### config.mk
export PLATFORM = sky130hd
export DESIGN_NAME = indicator_command_frame_handler_core
export DESIGN_NICKNAME = d
export VERILOG_FILES = /design/src/sv/icfh_pkg.sv /design/src/sv/icfh_front.sv /design/src/sv/icfh_queue.sv /design/src/sv/icfh_back.sv /design/src/sv/indicator_command_frame_handler_core.sv
export SDC_FILE = /design/constraint.sdc
export NUM_CORES = 1
export LEC_CHECK = 0
export BUFFER_PORTS_ARGS = -buffer_cell sky130_fd_sc_hd__buf_2
export CORE_ASPECT_RATIO = 0.6
export CORE_MARGIN = 2
export CORE_UTILIZATION = 40
export DETAILED_ROUTE_END_ITERATION = 6
export PLACE_DENSITY_LB_ADDON = 0.12
export SLEW_MARGIN = 20
export SYNTH_ARGS = -nofsm -noshare
export SYNTH_HDL_FRONTEND = slang
export SYNTH_SLANG_ARGS = --single-unit
export TNS_END_PERCENT = 50
### constraint.sdc
create_clock -name aclk -period 7.4 [get_ports aclk]
set_input_delay 0.37 -clock aclk [delete_from_list [all_inputs] [get_ports aclk]]
set_output_delay 0.37 -clock aclk [all_outputs]
set_load 0.02 [all_outputs]
### src/sv/icfh_pkg.sv
package icfh_pkg;

    // frame layout
    localparam logic [7:0] FRAME_MARK   = 8'h01;
    localparam int         FRAME_LEN    = 9;
    localparam logic [3:0] BODY_LEN     = 4'd8;   // bytes stored before the end marker
    localparam logic [3:0] LAST_POS     = 4'd8;   // position of the end marker
    localparam logic [7:0] MAX_VALUE    = 8'd2;

    // reply codes
    localparam logic [7:0] REPLY_OK     = 8'd0;
    localparam logic [7:0] REPLY_NO_CMD = 8'd2;

    // reply queue depth
    localparam int QUEUE_DEPTH = 2;

    typedef enum logic [7:0] {
        CMD_NONE     = 8'd0,
        CMD_SHOW     = 8'd1,
        CMD_CLEAR    = 8'd2,
        CMD_SET_MODE = 8'd3,
        CMD_STORE    = 8'd4,
        CMD_READ     = 8'd5
    } cmd_t;

    localparam logic [7:0] MAX_CMD = CMD_READ;

    // work handed from the front to the back
    typedef struct packed {
        logic        is_reply;    // 1: nine-byte reply, 0: display-only update
        logic [7:0]  code;
        logic [7:0]  value;
        logic [31:0] colour;      // red, green, blue, brightness from the top byte down
        logic [31:0] disp_colour;
        logic        disp_lit;
    } job_t;

endpackage

### src/sv/icfh_front.sv
module icfh_front #(
    parameter int NUM_MODES = 3
) (
    input  logic             aclk,
    input  logic             aresetn,
    input  logic             in_valid,
    output logic             in_ready,
    input  logic             in_kind,
    input  logic [7:0]       in_byte,
    output logic             push,
    output icfh_pkg::job_t   push_job,
    input  logic             full
);

    localparam int IDX_W  = (NUM_MODES > 1) ? $clog2(NUM_MODES) : 1;
    localparam int MODE_W = (IDX_W < 2) ? 2 : IDX_W;

    logic [7:0]        frame_reg [0:7];
    logic [3:0]        count_reg, count_next;
    logic [MODE_W-1:0] mode_reg, mode_next;
    logic [31:0]       table_reg [0:NUM_MODES-1];
    logic [31:0]       shown_reg, shown_next;
    logic              lit_reg, lit_next;

    logic              accept;
    logic              frame_done;
    logic              good;
    logic [7:0]        sum8;
    icfh_pkg::cmd_t    cmd;
    logic [MODE_W:0]   inc_sum;
    logic [MODE_W:0]   inc_wrap;
    logic [MODE_W-1:0] mode_sel;
    logic              sel_in_range;
    logic [31:0]       rd_colour;
    logic [31:0]       frame_colour;
    logic              store_en;

    assign in_ready   = !full;
    assign accept     = in_valid && !full;
    assign frame_done = (count_reg == icfh_pkg::BODY_LEN);
    assign sum8       = frame_reg[1] + frame_reg[2] + frame_reg[3] +
                        frame_reg[4] + frame_reg[5] + frame_reg[6];
    assign cmd        = icfh_pkg::cmd_t'(frame_reg[1]);
    assign good       = (frame_reg[0] == icfh_pkg::FRAME_MARK) &&
                        (frame_reg[1] <= icfh_pkg::MAX_CMD) &&
                        (frame_reg[2] <= icfh_pkg::MAX_VALUE) &&
                        (frame_reg[7] == sum8) &&
                        (in_byte == icfh_pkg::FRAME_MARK);
    assign frame_colour = {frame_reg[3], frame_reg[4], frame_reg[5], frame_reg[6]};

    // mode advance with wrap; mode stays below twice the mode count
    assign inc_sum  = {1'b0, mode_reg} + (MODE_W+1)'(1);
    assign inc_wrap = (inc_sum >= (MODE_W+1)'(NUM_MODES)) ?
                      inc_sum - (MODE_W+1)'(NUM_MODES) : inc_sum;

    // mode in force after this transaction, and its colour slot
    always_comb begin
        mode_sel = mode_reg;
        if (in_kind) begin
            mode_sel = inc_wrap[MODE_W-1:0];
        end else if (frame_done && good && cmd == icfh_pkg::CMD_SET_MODE) begin
            mode_sel = frame_reg[2][MODE_W-1:0];
        end
    end

    assign sel_in_range = ({1'b0, mode_sel} < (MODE_W+1)'(NUM_MODES));
    assign rd_colour    = sel_in_range ? table_reg[mode_sel[IDX_W-1:0]] : table_reg[0];

    always_comb begin
        count_next = count_reg;
        mode_next  = mode_reg;
        shown_next = shown_reg;
        lit_next   = lit_reg;
        store_en   = 1'b0;
        push       = 1'b0;
        push_job   = '0;
        if (accept) begin
            if (in_kind) begin
                mode_next  = mode_sel;
                shown_next = rd_colour;
                lit_next   = 1'b1;
                push       = 1'b1;
            end else if (!frame_done) begin
                count_next = count_reg + 4'd1;
            end else begin
                count_next = '0;
                if (good) begin
                    push          = 1'b1;
                    push_job.is_reply = 1'b1;
                    push_job.code = icfh_pkg::REPLY_OK;
                    case (cmd)
                        icfh_pkg::CMD_SHOW: begin
                            shown_next = rd_colour;
                            lit_next   = 1'b1;
                        end
                        icfh_pkg::CMD_CLEAR: begin
                            shown_next = {24'd0, shown_reg[7:0]};
                            lit_next   = 1'b0;
                        end
                        icfh_pkg::CMD_SET_MODE: begin
                            mode_next  = mode_sel;
                            shown_next = rd_colour;
                            lit_next   = 1'b1;
                        end
                        icfh_pkg::CMD_STORE: begin
                            store_en = sel_in_range;
                        end
                        icfh_pkg::CMD_READ: begin
                            push_job.value  = 8'(mode_reg);
                            push_job.colour = rd_colour;
                        end
                        default: begin
                            push_job.code = icfh_pkg::REPLY_NO_CMD;
                        end
                    endcase
                end
            end
        end
        push_job.disp_colour = shown_next;
        push_job.disp_lit    = lit_next;
    end

    always_ff @(posedge aclk) begin
        if (accept && !in_kind && !frame_done) begin
            frame_reg[count_reg[2:0]] <= in_byte;
        end
    end

    always_ff @(posedge aclk) begin
        if (!aresetn) begin
            count_reg <= '0;
            mode_reg  <= '0;
            shown_reg <= '0;
            lit_reg   <= 1'b1;
            for (int i = 0; i < NUM_MODES; i++) begin
                table_reg[i] <= '0;
            end
        end else begin
            count_reg <= count_next;
            mode_reg  <= mode_next;
            shown_reg <= shown_next;
            lit_reg   <= lit_next;
            if (store_en) begin
                table_reg[mode_reg[IDX_W-1:0]] <= frame_colour;
            end
        end
    end

endmodule

### src/sv/icfh_queue.sv
module icfh_queue (
    input  logic           aclk,
    input  logic           aresetn,
    input  logic           push,
    input  icfh_pkg::job_t push_job,
    output logic           full,
    input  logic           pop,
    output logic           empty,
    output icfh_pkg::job_t head_job
);

    localparam int PTR_W = (icfh_pkg::QUEUE_DEPTH > 1) ? $clog2(icfh_pkg::QUEUE_DEPTH) : 1;
    localparam int CNT_W = $clog2(icfh_pkg::QUEUE_DEPTH + 1);

    icfh_pkg::job_t   slot_reg [0:icfh_pkg::QUEUE_DEPTH-1];
    logic [PTR_W-1:0] wr_reg, wr_next;
    logic [PTR_W-1:0] rd_reg, rd_next;
    logic [CNT_W-1:0] cnt_reg, cnt_next;
    logic             do_push, do_pop;

    assign full     = (cnt_reg == CNT_W'(icfh_pkg::QUEUE_DEPTH));
    assign empty    = (cnt_reg == '0);
    assign head_job = slot_reg[rd_reg];
    assign do_push  = push && !full;
    assign do_pop   = pop && !empty;

    always_comb begin
        wr_next  = wr_reg;
        rd_next  = rd_reg;
        cnt_next = cnt_reg;
        if (do_push) begin
            wr_next = (wr_reg == PTR_W'(icfh_pkg::QUEUE_DEPTH - 1)) ? '0 : wr_reg + PTR_W'(1);
        end
        if (do_pop) begin
            rd_next = (rd_reg == PTR_W'(icfh_pkg::QUEUE_DEPTH - 1)) ? '0 : rd_reg + PTR_W'(1);
        end
        if (do_push && !do_pop) begin
            cnt_next = cnt_reg + CNT_W'(1);
        end else if (do_pop && !do_push) begin
            cnt_next = cnt_reg - CNT_W'(1);
        end
    end

    always_ff @(posedge aclk) begin
        if (do_push) begin
            slot_reg[wr_reg] <= push_job;
        end
    end

    always_ff @(posedge aclk) begin
        if (!aresetn) begin
            wr_reg  <= '0;
            rd_reg  <= '0;
            cnt_reg <= '0;
        end else begin
            wr_reg  <= wr_next;
            rd_reg  <= rd_next;
            cnt_reg <= cnt_next;
        end
    end

endmodule

### src/sv/icfh_back.sv
module icfh_back (
    input  logic           aclk,
    input  logic           aresetn,
    input  logic           empty,
    input  icfh_pkg::job_t head_job,
    output logic           pop,
    output logic           out_valid,
    input  logic           out_ready,
    output logic           out_has_byte,
    output logic [7:0]     out_byte,
    output logic           out_last,
    output logic [31:0]    out_colour,
    output logic           out_lit
);

    logic [3:0]  pos_reg, pos_next;
    logic        valid_reg, valid_next;
    logic        has_reg;
    logic [7:0]  byte_reg;
    logic        last_reg;
    logic [31:0] colour_reg;
    logic        lit_reg;

    logic        load;
    logic        job_end;
    logic [7:0]  cksum;
    logic [7:0]  cur_byte;

    assign load    = !empty && (!valid_reg || out_ready);
    assign job_end = !head_job.is_reply || (pos_reg == icfh_pkg::LAST_POS);
    assign pop     = load && job_end;
    assign cksum   = head_job.code + head_job.value +
                     head_job.colour[31:24] + head_job.colour[23:16] +
                     head_job.colour[15:8] + head_job.colour[7:0];

    always_comb begin
        case (pos_reg)
            4'd0:    cur_byte = icfh_pkg::FRAME_MARK;
            4'd1:    cur_byte = head_job.code;
            4'd2:    cur_byte = head_job.value;
            4'd3:    cur_byte = head_job.colour[31:24];
            4'd4:    cur_byte = head_job.colour[23:16];
            4'd5:    cur_byte = head_job.colour[15:8];
            4'd6:    cur_byte = head_job.colour[7:0];
            4'd7:    cur_byte = cksum;
            default: cur_byte = icfh_pkg::FRAME_MARK;
        endcase
    end

    always_comb begin
        pos_next   = pos_reg;
        valid_next = valid_reg;
        if (load) begin
            valid_next = 1'b1;
            pos_next   = job_end ? 4'd0 : pos_reg + 4'd1;
        end else if (out_ready) begin
            valid_next = 1'b0;
        end
    end

    always_ff @(posedge aclk) begin
        if (load) begin
            has_reg    <= head_job.is_reply;
            byte_reg   <= head_job.is_reply ? cur_byte : 8'd0;
            last_reg   <= job_end;
            colour_reg <= head_job.disp_colour;
            lit_reg    <= head_job.disp_lit;
        end
    end

    always_ff @(posedge aclk) begin
        if (!aresetn) begin
            pos_reg   <= '0;
            valid_reg <= 1'b0;
        end else begin
            pos_reg   <= pos_next;
            valid_reg <= valid_next;
        end
    end

    assign out_valid    = valid_reg;
    assign out_has_byte = has_reg;
    assign out_byte     = byte_reg;
    assign out_last     = last_reg;
    assign out_colour   = colour_reg;
    assign out_lit      = lit_reg;

endmodule

### src/sv/indicator_command_frame_handler_core.sv
// indicator command frame handler: received bytes (s_tuser 0) are gathered into fixed
// nine-byte frames with no resynchronization, and every ninth byte closes a frame. a good
// frame (start and end marker 0x01, command 0 to 5, value 0 to 2, additive checksum over
// bytes 1 to 6) runs its command and produces nine reply transactions with m_tuser 1,
// m_tlast on the last one; a bad frame or a byte inside a frame produces nothing. a button
// press (s_tuser 1) advances the mode and produces one display-only transaction with
// m_tuser 0 and m_tlast 1. every output transaction also carries the display state after
// its input was handled. the front end takes one transaction per cycle while the
// two-entry reply queue has room; the back end sends one output transaction per cycle
// while the queue holds work and m_tready allows, and the reply queue lets the input
// keep flowing while a result waits on m_tready, until the queue is full
module indicator_command_frame_handler_core #(
    parameter int NUM_MODES = 3
) (
    input  logic        aclk,
    input  logic        aresetn,

    input  logic        s_tvalid,
    output logic        s_tready,
    input  logic [7:0]  s_tdata,   // [7:0] rx_byte
    input  logic        s_tuser,   // [0] kind

    output logic        m_tvalid,
    input  logic        m_tready,
    output logic [47:0] m_tdata,   // [7:0] tx_byte, [15:8] led_red, [23:16] led_green,
                                   // [31:24] led_blue, [39:32] led_brightness,
                                   // [40] led_lit, [47:41] zero
    output logic        m_tuser,   // [0] has_byte
    output logic        m_tlast    // tx_last
);

    // front to queue
    logic           push;
    icfh_pkg::job_t push_job;
    logic           full;

    // queue to back
    logic           pop;
    logic           empty;
    icfh_pkg::job_t head_job;

    // back end result register
    logic [7:0]     tx_byte;
    logic [31:0]    led_colour;
    logic           led_lit;

    // frame gathering, checking and command execution
    icfh_front #(
        .NUM_MODES (NUM_MODES)
    ) u_front (
        .aclk     (aclk),
        .aresetn  (aresetn),
        .in_valid (s_tvalid),
        .in_ready (s_tready),
        .in_kind  (s_tuser),
        .in_byte  (s_tdata),
        .push     (push),
        .push_job (push_job),
        .full     (full)
    );

    // decouples command execution from reply transmission
    icfh_queue u_queue (
        .aclk     (aclk),
        .aresetn  (aresetn),
        .push     (push),
        .push_job (push_job),
        .full     (full),
        .pop      (pop),
        .empty    (empty),
        .head_job (head_job)
    );

    // reply serializer with output register
    icfh_back u_back (
        .aclk         (aclk),
        .aresetn      (aresetn),
        .empty        (empty),
        .head_job     (head_job),
        .pop          (pop),
        .out_valid    (m_tvalid),
        .out_ready    (m_tready),
        .out_has_byte (m_tuser),
        .out_byte     (tx_byte),
        .out_last     (m_tlast),
        .out_colour   (led_colour),
        .out_lit      (led_lit)
    );

    // colour word holds red in the top byte down to brightness in the low byte
    assign m_tdata = {7'd0, led_lit, led_colour[7:0], led_colour[15:8],
                      led_colour[23:16], led_colour[31:24], tx_byte};

endmodule

Word level (Yosys, flattened, before mapping). Memory sizes are Yosys's and may differ from the RTL's. A register that Yosys moved wholly into a read port is not among the register bits. Cells that the tools add are included.

$add $sub $neg: 18. Magnitude comparators: 4. Eq/ne operators: 18. Muxes and demuxes: 55. Bitwise gates (word level): 1. Reduce and logical (&&, ||, !) cells: 36.

Operator list (count): $mux 49 (4); $mux 32 (6); $add 8x8->8 (10); $pmux 32 s2 (1); $pmux 8 s7 (1); $mux 34 (1); $reduce_or 32->1 (1); $mux 1 (28); $eq 8x1->1 const B (3); $mux 2 (11); $eq 4x3->1 const B (4); $eq 8x2->1 const B (2); $eq 8x3->1 const B (2); $logic_and 1x1->1 (15); $reduce_bool 2->1 (5); $add 4x1->4 const B (2); $eq 4x2->1 const B (2); $eq 4x4->1 const B (2); $eq 8x8->1 (1); $le 8x2->1 const B (1); $le 8x3->1 const B (1); $logic_not 1->1 (8); $mux 4 (2); $reduce_or 5->1 (1); 16 further kinds (18).

Register bits: 91. RAM bits: 324. Input bits: 13. Output and inout bits: 52. Logic and storage cells: 149. Memories kept: 3.

Memories: u_queue.slot_reg (words 2, bits a word 82, rd ports 1, clocked after memory_dff 1, wr ports 1, RTL line icfh_queue.sv:15) `icfh_pkg::job_t slot_reg [0:icfh_pkg::QUEUE_DEPTH-1];`; u_front.table_reg (words 3, bits a word 32, rd ports 2, clocked after memory_dff 0, wr ports 3, RTL line icfh_front.sv:21) `logic [31:0] table_reg [0:NUM_MODES-1];`; u_front.frame_reg (words 8, bits a word 8, rd ports 8, clocked after memory_dff 0, wr ports 1, RTL line icfh_front.sv:18) `logic [7:0] frame_reg [0:7];`.

Longest topological paths before layout. An unclocked memory read counts as a cell.

Depth in word-level cells: 24. Depth in mapped cells: 21. Depth with buffers taken out: 19.

Cells and area by module. A second synthesis with hierarchy kept.

Cell total of the unflattened synthesis: 1438. Area total of the unflattened synthesis: 19501.2 sq um.

Modules (own cells, without submodules): icfh_front (times used 1, cells an instance 894, area an instance 10271.1 sq um, seq. area each 5585.4 sq um); icfh_queue (times used 1, cells an instance 280, area an instance 6147.1 sq um, seq. area each 5024.8 sq um); icfh_back (times used 1, cells an instance 255, area an instance 3019.1 sq um, seq. area each 1391.3 sq um); indicator_command_frame_handler_core (times used 1, cells an instance 9, area an instance 63.8 sq um, seq. area each 0.0 sq um).

Least setup slack after synthesis. OpenSTA, ideal clock, no wires.

Path type: reg-to-reg. From: memory u_front.frame_reg[3][2]. To: memory u_queue.slot_reg[0][0] (netlist bit), enable pin. Library setup time: 0.505 ns. Arrival time: 7.260 ns. Required time: 6.895 ns. Setup slack: -0.365 ns. Cell stages (with the launch flop): 14. Path buffers: 0. Clock period less this slack: 7.765 ns. Cell sequence: edfxtp_1 fa_1 inv_1 fa_1 fa_1 inv_1 ha_1 fa_1 xor3_1 or3_1 nor4_2 nand4b_1 a21boi_0 nor2b_1.

RTL lines (RTL line): from (decl) (icfh_front.sv:18); to (decl) (icfh_queue.sv:15).

==> summary.md <==
| Metric | Value |
|---|---|
| Total CTS buffers | 39 |
| GPL Wtd Cong | between 0.8 and 0.9 |
| Reg2reg end | u_front.table_reg[1][14] |
| Share of cells above drive strength 1 | approximately 17% |
| Die Ht | ~160 microns |
| Pre-Repair DR Iteration Count | 5 |
| Initial antenna violation count | 1 |
| Starting Density | between 40% and 50% |
| Num ports | 65 |
| Finished Layout Cells | between 1500 and 2000 |
| Async set-reset flop share out of synthesis | 0% |
| Mapped Area | ~0.017 sq mm |
| Least-Margin Pin Slew | between 1000 and 1500 ps |
| Clk buf depth | 3 |
| Die X | 271 microns |
| Post-synthesis sequential area ratio | 65.6% |
| Int Power | 4.62 mW |
| Setup TNS Final | 0 ps |
| Worst Path Required | approximately 7600 ps |
| Minimum clock period after layout | around 6300 ps |
| Area delta synth->final | 13.6% |
| # hold bufs at CTS | 0 |
| Most common cell in the synthesized netlist | edfxtp_1 |
| RSZ-0062 raised after global routing | false |
| Critical-path cell list | fa_1 -> inv_1 -> fa_1 -> fa_1 -> inv_1 -> ha_1 -> fa_1 -> xor3_1 -> or3_1 -> nor4_2 -> nand4_1 -> or2_1 -> a31oi_4 -> inv_2 -> a2111oi_4 -> buf_4 -> nand2_1 -> nand2_1 -> buf_4 |
| Crit path largest cell delay | between 500 and 600 ps |
| Vias per cell | approximately 5.5 |
| CP most frequent cell | fa_1 |
| Worst path slowest cell | fa_1 |
| Clk pin slew, worst setup/hold paths | ~70 ps |
| Post-synthesis adder-cell area fraction | between 7 and 8% |
| Hold depth | 2 |
| IO buf count | 57 |
| First-pass GRT wire length | 66100 microns |
| TritonCTS sink count | 390 |
| GRT Total Usage | between 20% and 30% |
| F_max | about 160 MHz |
| P_sw | 2.11 mW |
| Synth Area in Compound Gates | 9.14% |
| Combinational family with the most area after synthesis | compound AO/OA/AOI/OAI gates |
| Total congestion overflow | 0 |
| Largest net degree at the start of global routing | between 80 and 90 |
| Leakage | roughly 7.1 nW |
| Critical Path AT | 6470 ps |
| Antenna-violating nets left | 0 |
| CTS tree | yes |
| Yosys cell types | 59 |
| Register bit total from synthesis | slightly below 400 |
| Fin crit share | ~85% |
| Vias in the first global route | around 10000 |
| # diodes | 0 |
| Clk root buf | clkbuf_16 |
| Final setup violation count | 0 |
| Post-synthesis mux area share | under 10% |
| R2R setup slack | roughly 1100 ps |
| Area leader, netlist | edfxtp_1 |
| Yosys warns | 0 |
| Slew Viols, Final | 0 |
| Syn avg cell area | ~14 sq um |
| Net Sw Frac | 31.4% |
| Gate power share | 28.3% |
| Die area | 0.0445 sq mm |
| Crit end category | register |
| Crit path max fanout | 32 |
| Top cells by count, synth | 341 x edfxtp_1, 98 x and3_1, 88 x a22oi_1, 87 x nand2_1, 62 x mux2_2 |
| Skew final | about 25 ps |
| Crit Path Category | register to register |
| Max-cap violations | 0 |
| Dpl hpwl | approximately 29000 microns |
| Clock power frac | between 30% and 40% |
| Critical Path Start Type | register |
| R2r startpoint | u_front.frame_reg[1][2] |
| Max FFs per register | roughly 140 |
| Hold crit path type | primary input to register |
| XOR/XNOR Fraction of Synth Area | roughly 2.2% |
| VDD IR-drop max | roughly 0.00034 V |
| Startpoint of the worst hold path | aresetn |
| Resized cells post-CTS | 0 |
| Synth top area cells | edfxtp_1 60%, dfxtp_1 5.7%, fa_1 5.1% |
| Post-synth top area share | roughly three fifths |
| PwrDens | ~350 mW/mm^2 |
| Placed Cells | between 1500 and 2000 |
| Post-CTS setup buffer count | 0 |
| Layout Nets | between 1000 and 1500 |
| Fin. Hold Viols | 0 |
| Main synth FF type | edfxtp_1 |
| Core Box Area | between 0.04 and 0.05 sq mm |
| Vias post-DR | around 10000 |
| Num rows | 58 |
| H-Tree Depth | 2 |
| Number of synthesized flops with an enable pin | 341 |
| Slew headroom | 28.8% |
| Routed WL | 44500 microns |
| WHS Endpoint | u_front.lit_reg |
| DRC | 0 |
| Seq pwr share | around 41% |
| DRT iter0 DRCs | 1186 |
| Worst skew pair latency | between 500 and 600 ps |
| Routed len/inst | ~24 microns |
| Outcome | finished, final reports clean |
| Fillcell total | 3717 |
| Worst R2R Path Depth | 19 |
| Simple-gate portion of the synthesized area | around 8.3% |
| Synth Instances | around 1200 |
==> critical path: cells and delay by family, from the launching register on <==
family	cells	cell delay, ps
adders and majority gates	5	2190
and+or+nand+nor	6	1270
buffers and inverters	5	890
AOI/OAI and AO/OA	2	650
DFF	1	500
xor gates and xnor gates	1	400
==> metal layers <==
metal / up-vias / GRT usage (%) / wire length (microns)
li1: 4645 / - / -
met1: 5194 / 32.4 / 22800
met2: 339 / 28.1 / 18000
met3: 50 / 3.83 / 2980
met4: 0 / 4.29 / 627
met5: - / 0 / 0
==> worst max-delay path by stage <==
stage | start | to | slack (ps) | depth (start not counted)
after floorplan | u_front.frame_reg[3][2] | u_queue.slot_reg[0][0] | 940 | 13
after global placement | u_front.frame_reg[1][2] | u_front.table_reg[1][22] | 1230 | 19
after detailed placement | u_front.frame_reg[1][2] | u_front.table_reg[1][14] | 1160 | 19
after CTS | u_front.frame_reg[1][2] | u_queue.slot_reg[1][2] | 1090 | 18
after global routing | u_front.frame_reg[1][2] | u_front.table_reg[2][14] | 750 | 18
final | u_front.frame_reg[1][2] | u_front.table_reg[1][14] | 1090 | 19
==> power by group through the flow <==
stage	Combinational, mW	Clock, mW	Sequential (mW)
final	1.91	2.04	2.78
after global placement	1.88	0	2.83
after CTS	1.90	2.09	2.79
after floorplan	1.24	0	2.90
after global routing	2.10	2.17	2.81
after detailed placement	1.88	0	2.83
==> placed cells by master (no fill, tap or decap), types with 4 or more instances in the layout <==
cell and count:
dfxtp_1 48, ha_1 27, nand2_1 86, nor2_1 35, clkbuf_16 40, and3_1 98, nor3_1 7, a21oi_1 52
fa_1 44, mux2_2 62, bufinv_16 4, inv_1 53, clkbuf_1 15, nand3_1 9, xor2_1 13, edfxtp_1 341
mux2i_1 9, o21ai_0 57, a41oi_1 5, buf_2 57, and2_1 4, xnor2_1 23, a22oi_1 88, a211oi_1 4
clkbuf_8 4, buf_12 4, a21o_1 14, buf_4 19, nand4_1 6, conb_1 7
==> cell families after synthesis <==
kind of cell,count (synthesis)
AOI/OAI and AO/OA,239
xor gates and xnor gates,39
adders and majority gates,72
buffers and inverters,126
DFF,390
muxes,71
other,1
and+or+nand+nor,277
==> per-stage QoR <==
stage | instance area (sq um) | hold slack, ps | power, mW | utilization, % | worst slack (ps)
global placement | 18100 | 451 | 4.71 | 43.1 | 1230
detailed placement | 18100 | 456 | 4.72 | 43.1 | 1160
floorplan | 17100 | 443 | 4.14 | - | 941
CTS | 19400 | 83.5 | 6.78 | 46.2 | 1090
finish | 19400 | 103 | 6.73 | 46.3 | 1090
global route | 19400 | 103 | 7.08 | 46.3 | 749
==> cell type report <==
cell class                 instances  area [sq um]  share of cell area, %
clock buffer                      59          1110                   5.72
clock inverter                    13           188                  0.965
tap                              570           713                   3.67
multi-input combinational        705          5470                   28.1
sequential                       390         11200                   57.7
inverter                          54           203                   1.04
timing repair buffer              81           536                   2.75
(Power assumes the default switching activity.)
